### src/rtl/core/ucb1_divider.sv
// Iterative restoring divider, one quotient bit per cycle.
// Shared by the select radicand and the running-mean update. No dependencies.
module ucb1_divider (
  input  logic        clk,
  input  logic        rst_n,
  input  logic        start,
  input  logic [63:0] dividend,
  input  logic [24:0] divisor,
  output logic        done,
  output logic [63:0] quotient
);
  logic [63:0] q_r, q_nxt;
  logic [24:0] rem_r, rem_nxt;
  logic [24:0] d_r, d_nxt;
  logic [6:0]  cnt_r, cnt_nxt;
  logic        busy_r, busy_nxt;
  logic        done_r, done_nxt;
  logic [25:0] trial;

  // One shift-and-subtract step per cycle.
  always_comb begin
    q_nxt = q_r;
    rem_nxt = rem_r;
    d_nxt = d_r;
    cnt_nxt = cnt_r;
    busy_nxt = busy_r;
    done_nxt = 1'b0;
    trial = {rem_r, q_r[63]};
    if (start) begin
      q_nxt = dividend;
      rem_nxt = '0;
      d_nxt = divisor;
      cnt_nxt = 7'd64;
      busy_nxt = 1'b1;
    end else if (busy_r) begin
      if (trial >= {1'b0, d_r}) begin
        rem_nxt = 25'(trial - {1'b0, d_r});
        q_nxt = {q_r[62:0], 1'b1};
      end else begin
        rem_nxt = trial[24:0];
        q_nxt = {q_r[62:0], 1'b0};
      end
      cnt_nxt = cnt_r - 7'd1;
      if (cnt_r == 7'd1) begin
        busy_nxt = 1'b0;
        done_nxt = 1'b1;
      end
    end
  end

  always_ff @(posedge clk) begin
    if (!rst_n) begin
      busy_r <= 1'b0;
      done_r <= 1'b0;
      cnt_r <= '0;
    end else begin
      busy_r <= busy_nxt;
      done_r <= done_nxt;
      cnt_r <= cnt_nxt;
    end
    q_r <= q_nxt;
    rem_r <= rem_nxt;
    d_r <= d_nxt;
  end

  assign done = done_r;
  assign quotient = q_r;
endmodule
### config.mk
export PLATFORM = sky130hd
export DESIGN_NAME = ucb1_divider
export DESIGN_NICKNAME = d
export VERILOG_FILES = /design/src/rtl/core/ucb1_divider.sv
export SDC_FILE = /design/constraint.sdc
export NUM_CORES = 1
export LEC_CHECK = 0
export BUFFER_PORTS_ARGS = -buffer_cell sky130_fd_sc_hd__clkbuf_2
export CORE_ASPECT_RATIO = 1.4
export CORE_MARGIN = 2
export CORE_UTILIZATION = 50
export CTS_CLUSTER_DIAMETER = 60
export CTS_CLUSTER_SIZE = 24
export DETAILED_ROUTE_END_ITERATION = 7
export GPL_ROUTABILITY_DRIVEN = 0
export HOLD_SLACK_MARGIN = 0.03
export PLACE_DENSITY = 0.86
export SYNTH_ARGS = -nofsm -noshare
export SYNTH_HDL_FRONTEND = slang
export SYNTH_SLANG_ARGS = --single-unit
### constraint.sdc
create_clock -name clk -period 7.2 [get_ports clk]
set_input_delay 0.72 -clock clk [delete_from_list [all_inputs] [get_ports clk]]
set_output_delay 0.72 -clock clk [all_outputs]
set_load 0.02 [all_outputs]
# == Word-level counts from Yosys, hierarchy flattened ==
# Index checks and enable logic that the tools add are counted.
# op_classes
addsub,2
mul,0
div_mod_pow,0
order_cmp,1
eq_ne,1
shifts,0
mux,10
n_bitwise,2
n_reduce_logical,3
# op_table
cell,n
64-bit 2-to-1 mux,2
26-bit by 25-bit >= comparator with 1-bit output,1
25-bit 2-to-1 mux,1
25-bit subtractor,1
7-bit 2-to-1 mux,2
7-bit by 1-bit == test with 1-bit output (second input constant),1
7-bit by 1-bit subtractor with 7-bit output (second input constant),1
1-bit 2-to-1 mux,5
3-bit OR reduction,1
1-bit NOT,2
2-bit nonzero test,1
2-bit OR reduction,1
# word_totals
reg_bits,123
latchBits,0
mem_bits_rw,0
mem_bits_ro,0
in_bits,92
memories,0

# == Logic depth before layout (Yosys ltp) ==
# logic_depth
word_depth,4
ltp_mapped,12
mapped_depth_nobuf,11

# == Worst setup path after synthesis ==
# OpenSTA, ideal clock, no wires.
# synth_timing
path_kind,flip-flop to flip-flop
startpoint,register q_r[63] (netlist: quotient[63])
endpoint,register rem_r[24]
arrival_ps,2749
path_slack_ps,4380
stages_incl_launch_ff,13
synth_period_minus_slack_ps,2820
path_cell_list,edfxtp_1 > inv_1 > ha_1 > inv_1 > fa_1 > a211oi_1 > o21ai_2 > nand3_2 > a21oi_4 > o311a_4 > buf_6 > o41ai_2 > o21bai_1
# synth_via
elab_chain_cells,2
elab_cells_between_ends,3
classes_between,1 x add/sub; 1 x order compare; 1 x mux
# synth_rtl
item,line_no,text
from (decl),12,"logic [63:0] q_r, q_nxt;"
from (signal assigned),61,q_r <= q_nxt;
25-bit subtractor or 26-bit by 25-bit >= comparator with 1-bit output (tied branches),"37, 36",
25-bit 2-to-1 mux (*),36,"if (trial >= {1'b0, d_r}) begin"
to (signal assigned),62,rem_r <= rem_nxt;
to (decl),13,"logic [24:0] rem_r, rem_nxt;"
# Every way passes the cells marked *; elsewhere a longest branch is shown, timed or not.
# A chain may end at the register's enable or synchronous reset.

# == Worst setup path after layout ==
# layout_timing
startpoint,register q_r[63] (netlist: quotient[63])
endpoint,register rem_r[15]
# The elaborated chain is that of the path after synthesis.

==> out/qor_table.md <==
| Metric | Reported | Unit |
|:---|:---|:---|
| Run status | finished, final reports clean | - |
| CP endpoint kind | flop | - |
| Maximum clock skew at final layout | 0.00849 | ns |
| Initial antenna violation count | 0 | - |
| Length of the first detailed-routing pass in iterations | 5 | - |
| Hold_buf cts | 0 | - |
| Largest net degree at the start of global routing | 85 | - |
| Post-detailed-route wirelength per cell | 19.1 | um |
| Number of nets in the final layout | 843 | - |
| Most used cells in the layout excluding fill and tap cells | sky130_fd_sc_hd__clkbuf_2, sky130_fd_sc_hd__edfxtp_1, sky130_fd_sc_hd__mux2_2 | - |
| Synth Warn # | 0 | - |
| Clock transition at the registers of the reported paths | 0.06 | ns |
| Top Usage Layer GRT | met2 | - |
| Initial drt markers | 384 | - |
| Combinational fraction of design power | 19.2 | % |
| Slew at the pin with the worst max-slew slack | 1.03 | ns |
| Number of buffers and inverters on the critical path | 2 | - |
| Post-synthesis share of cell area spent on xor and xnor gates | 3.20 | % |
| Final Non-Filler Cells | 889 | - |
| DIE HEIGHT | 140 | um |
| Worst hold slack | 0.479 | ns |
| Post-route fraction of the period consumed by the critical path | 48.6 | % |
| Setup violations, final | 0 | - |
| Reported max-cap violation count | 0 | - |
| Number of top-level pins | 157 | - |
| Post-CTS Repair Setup Buffers | 0 | - |
| Launching element type of the critical path | flop | - |
| Worst-case hold path end point | d_r[3] | - |
| Synth top area share | 40.7 | % |
| Post-detail-place hpwl | 12.1 | mm |
| Delay contributed by the slowest stage of the critical path | 0.90 | ns |
| Cell at the root of the clock tree | sky130_fd_sc_hd__clkbuf_16 | - |
| Row count | 49 | - |
| CP Launch Point | quotient[63] | - |
| Slack of the critical path | 3.70 | ns |
| WP data arrival | 3.82 | ns |
| Share of total power in sequential cells | 41.8 | % |
| CTS sink count | 123 | - |
| Unrepaired setup endpoints after global routing | false | - |
| Leading register cell type out of synthesis | sky130_fd_sc_hd__edfxtp_1 | - |
| Total count of max-transition violations in the final report | 0 | - |
| Reg-to-reg critical path startpoint | quotient[63] | - |
| DRC viols | 0 | - |
| Placeable core area | 0.0128 | mm^2 |
| Portion of total power attributed to the clock network | 39.0 | % |
| First-pass GRT wire length | 27.2 | mm |
| Grt met2 use | 44.6 | % |
| Portion of the post-synthesis area used by sequential elements | 51.1 | % |
| Fraction of final layout cells sized beyond drive strength 1 | 36.4 | % |
| Count of cell types in the netlist | 61 | - |
| DP Cell Count | 857 | - |
| Post-synthesis cell type with the largest combined area | sky130_fd_sc_hd__edfxtp_1 | - |
| Worst vdd rail ir drop | 156 | uV |
| WS Path Type | reg2reg | - |
| Average cell area after synthesis | 11.4 | um^2 |
| Reg-to-reg critical path endpoint | rem_r[15] | - |
| Ranking of synthesized cells by area | sky130_fd_sc_hd__edfxtp_1, sky130_fd_sc_hd__mux2_2, sky130_fd_sc_hd__dfxtp_1 | - |
| Register bit total from synthesis | 123 | - |
| Crit. path cell count | 11 | - |
| Global routing met1 resource utilization | 25.8 | % |
| Routed wire length | 17.0 | mm |
| Port buffer count | 156 | - |
| Via count of the first global-routing pass | 5624 | - |
| Clock tree from TritonCTS | done | - |
| Gate count of the mapped netlist | 576 | - |
| List of cells traversed by the critical path | inv_1 > ha_1 > inv_1 > fa_1 > a211oi_1 > o21ai_2 > nand3_2 > a21oi_4 > o311ai_4 > a21oi_1 > a211oi_1 | - |
| Area growth from synthesis to final layout | 21.6 | % |
| Total clock buffers created by CTS | 17 | - |
| Data required time at the worst endpoint | 7.52 | ns |
| Pre-CTS WS | 3.84 | ns |
| Antenna-violating nets left | 0 | - |
| Met3 Resource Use GR | 7.84 | % |
| Hold/Removal Path Class | in2reg | - |
| Reg2Reg Depth | 11 | - |
| TNS Setup | 0 | ns |
| Switching share of power | 29.2 | % |
| Fmax | 286 | MHz |
| Area of the mapped netlist | 0.00656 | mm^2 |
| Multiplexer fraction of the synthesized cell area | 10.8 | % |
| Antenna Diode Count | 0 | - |
| Minimum setup slack among reg-to-reg paths | 3.70 | ns |
| CTS-repair resized insts | 0 | - |
| Worst skew pair latency | 0.42 | ns |
| Hold Vio Cnt, Final | 0 | - |
| Total via count after detailed routing | 5293 | - |
| Floorplan die area | 0.0141 | mm^2 |
| Total net switching power | 611 | uW |
| Sum of overflow across all layers after global routing | 0 | - |
| Critical path's slowest cell | sky130_fd_sc_hd__o311ai_4 | - |
| H-Tree Level Count | 4 | - |
| Headroom to the max-slew limit | 31.2 | % |
| Post-synthesis share of cell area spent on and, or, nand and nor gates | 9.80 | % |
| Overall fraction of global-route tracks in use | 24.9 | % |
| Worst hold stages | 1 | - |
| Die extent in x | 101 | um |
| Number of flops mapped to enable cells by yosys | 89 | - |
| HP Start | divisor[3] | - |
| Maximum buffer depth of the clock tree | 2 | - |
| Share of the synthesized area in compound gates (AO/OA/AOI/OAI) | 15.3 | % |
| Gate family responsible for the most delay along the worst path | compound AO/OA/AOI/OAI gates | - |
| Mapped Nets | 696 | - |
| Most common cell after layout, fill and taps aside | sky130_fd_sc_hd__clkbuf_2 | - |
| Power density over cell area | 262 | mW/mm^2 |
| Adder-cell share of the synthesized area | 5.45 | % |
| Main combinational cell family by area after synthesis | compound AO/OA/AOI/OAI gates | - |
| Maximum fanout along the worst path | 22 | - |
| Fillers | 979 | - |
| Static leakage power | 3.32 | nW |
| Internal power | 1.48 | mW |
| Starting utilization of the core area | 51.2 | % |
| Fraction of synthesis flops using an asynchronous set or reset pin | 0 | % |
| Ratio of routed vias to standard cells | 5.95 | - |
| Final period demand of the worst path | 3.50 | ns |
==> worst max-delay path by stage <==
stage / endpoint / slack (ns)
finish: rem_r[15] / 3.70
global route: rem_r[15] / 3.51
CTS: rem_r[15] / 3.78
detailed placement: rem_r[15] / 3.84
global placement: rem_r[15] / 3.96
floorplan: rem_r[24] / 4.38
==> area by class of cell <==
cell class                      instances  area, um^2  share of cell area (%)
Timing Repair Buffer                  160         813                    10.2
Multi-Input combinational cell        388        2930                    36.8
Sequential cell                       123        3350                    42.0
Inverter                               33         124                    1.55
Clock buffer                           18         429                    5.38
Tap cell                              153         191                    2.40
Clock inverter                         14         136                    1.71
==> cells by family after synthesis <==
logic type,Yosys count
AOI/OAI and AO/OA,137
xor gates and xnor gates,24
adders and majority gates,28
buffers and inverters,65
DFF,123
muxes,63
and+or+nand+nor,136
==> registers in the layout (all words and copies together), names as in the netlist <==
name / cells
rem_r: 25
cnt_r: 7
done: 1
quotient: 64
busy_r: 1
d_r: 25
==> cells in the mapped netlist, drive strengths merged, types with 2 or more instances <==
cell,count
and2,4
inv,33
nand2,30
a21oi,35
nor3,11
a211oi,8
nor2b,7
a32oi,4
o41ai,4
a21boi,2
a31oi,2
a2111oi,2
a311oi,16
nand2b,5
nor2,41
xnor2,13
nor4,2
a211o,3
clkbuf,20
nor3b,2
buf,12
dfxtp,34
or2,2
o211ai,4
a21o,7
or3,3
nand3,22
and3,2
a22o,2
xor2,11
edfxtp,89
o21bai,6
o31ai,5
o21ai,26
nand4,3
ha,27
mux2,63
o21a,3
==> metal layers <==
layer  routed length [um]  up-vias
met3                 1280       55
met4                  559        0
met5                    0        -
met1                 5970     2505
met2                 9180      272
li1                     -     2461
==> through the flow <==
| stage | utilization [%] | cell area, um^2 | power (mW) |
|---|---|---|---|
| 2_1_floorplan | - | 6560 | 1.16 |
| 3_3_place_gp | 57.9 | 7410 | 1.26 |
| 3_5_place_dp | 57.9 | 7410 | 1.28 |
| 4_1_cts | 62.3 | 7980 | 2.10 |
| 5_1_grt | 62.3 | 7980 | 2.17 |
| 6_report | 62.3 | 7980 | 2.09 |
==> worst reg2reg max path, delay by kind of cell, from the launching register on <==
family | cells | cell delay (ns)
AOI/OAI and AO/OA | 6 | 2.13
adders and majority gates | 2 | 0.60
DFF | 1 | 0.39
buffers and inverters | 2 | 0.17
and+or+nand+nor | 1 | 0.13
==> power groups by stage <==
stage	clock network [mW]	logic (mW)	registers, mW
after floorplan	0	0.229	0.927
after global routing	0.860	0.433	0.882
after global placement	0	0.378	0.885
final	0.815	0.402	0.875
after CTS	0.824	0.398	0.876
after detailed placement	0	0.393	0.887
No activity file was read; power rests on OpenSTA's default activity.
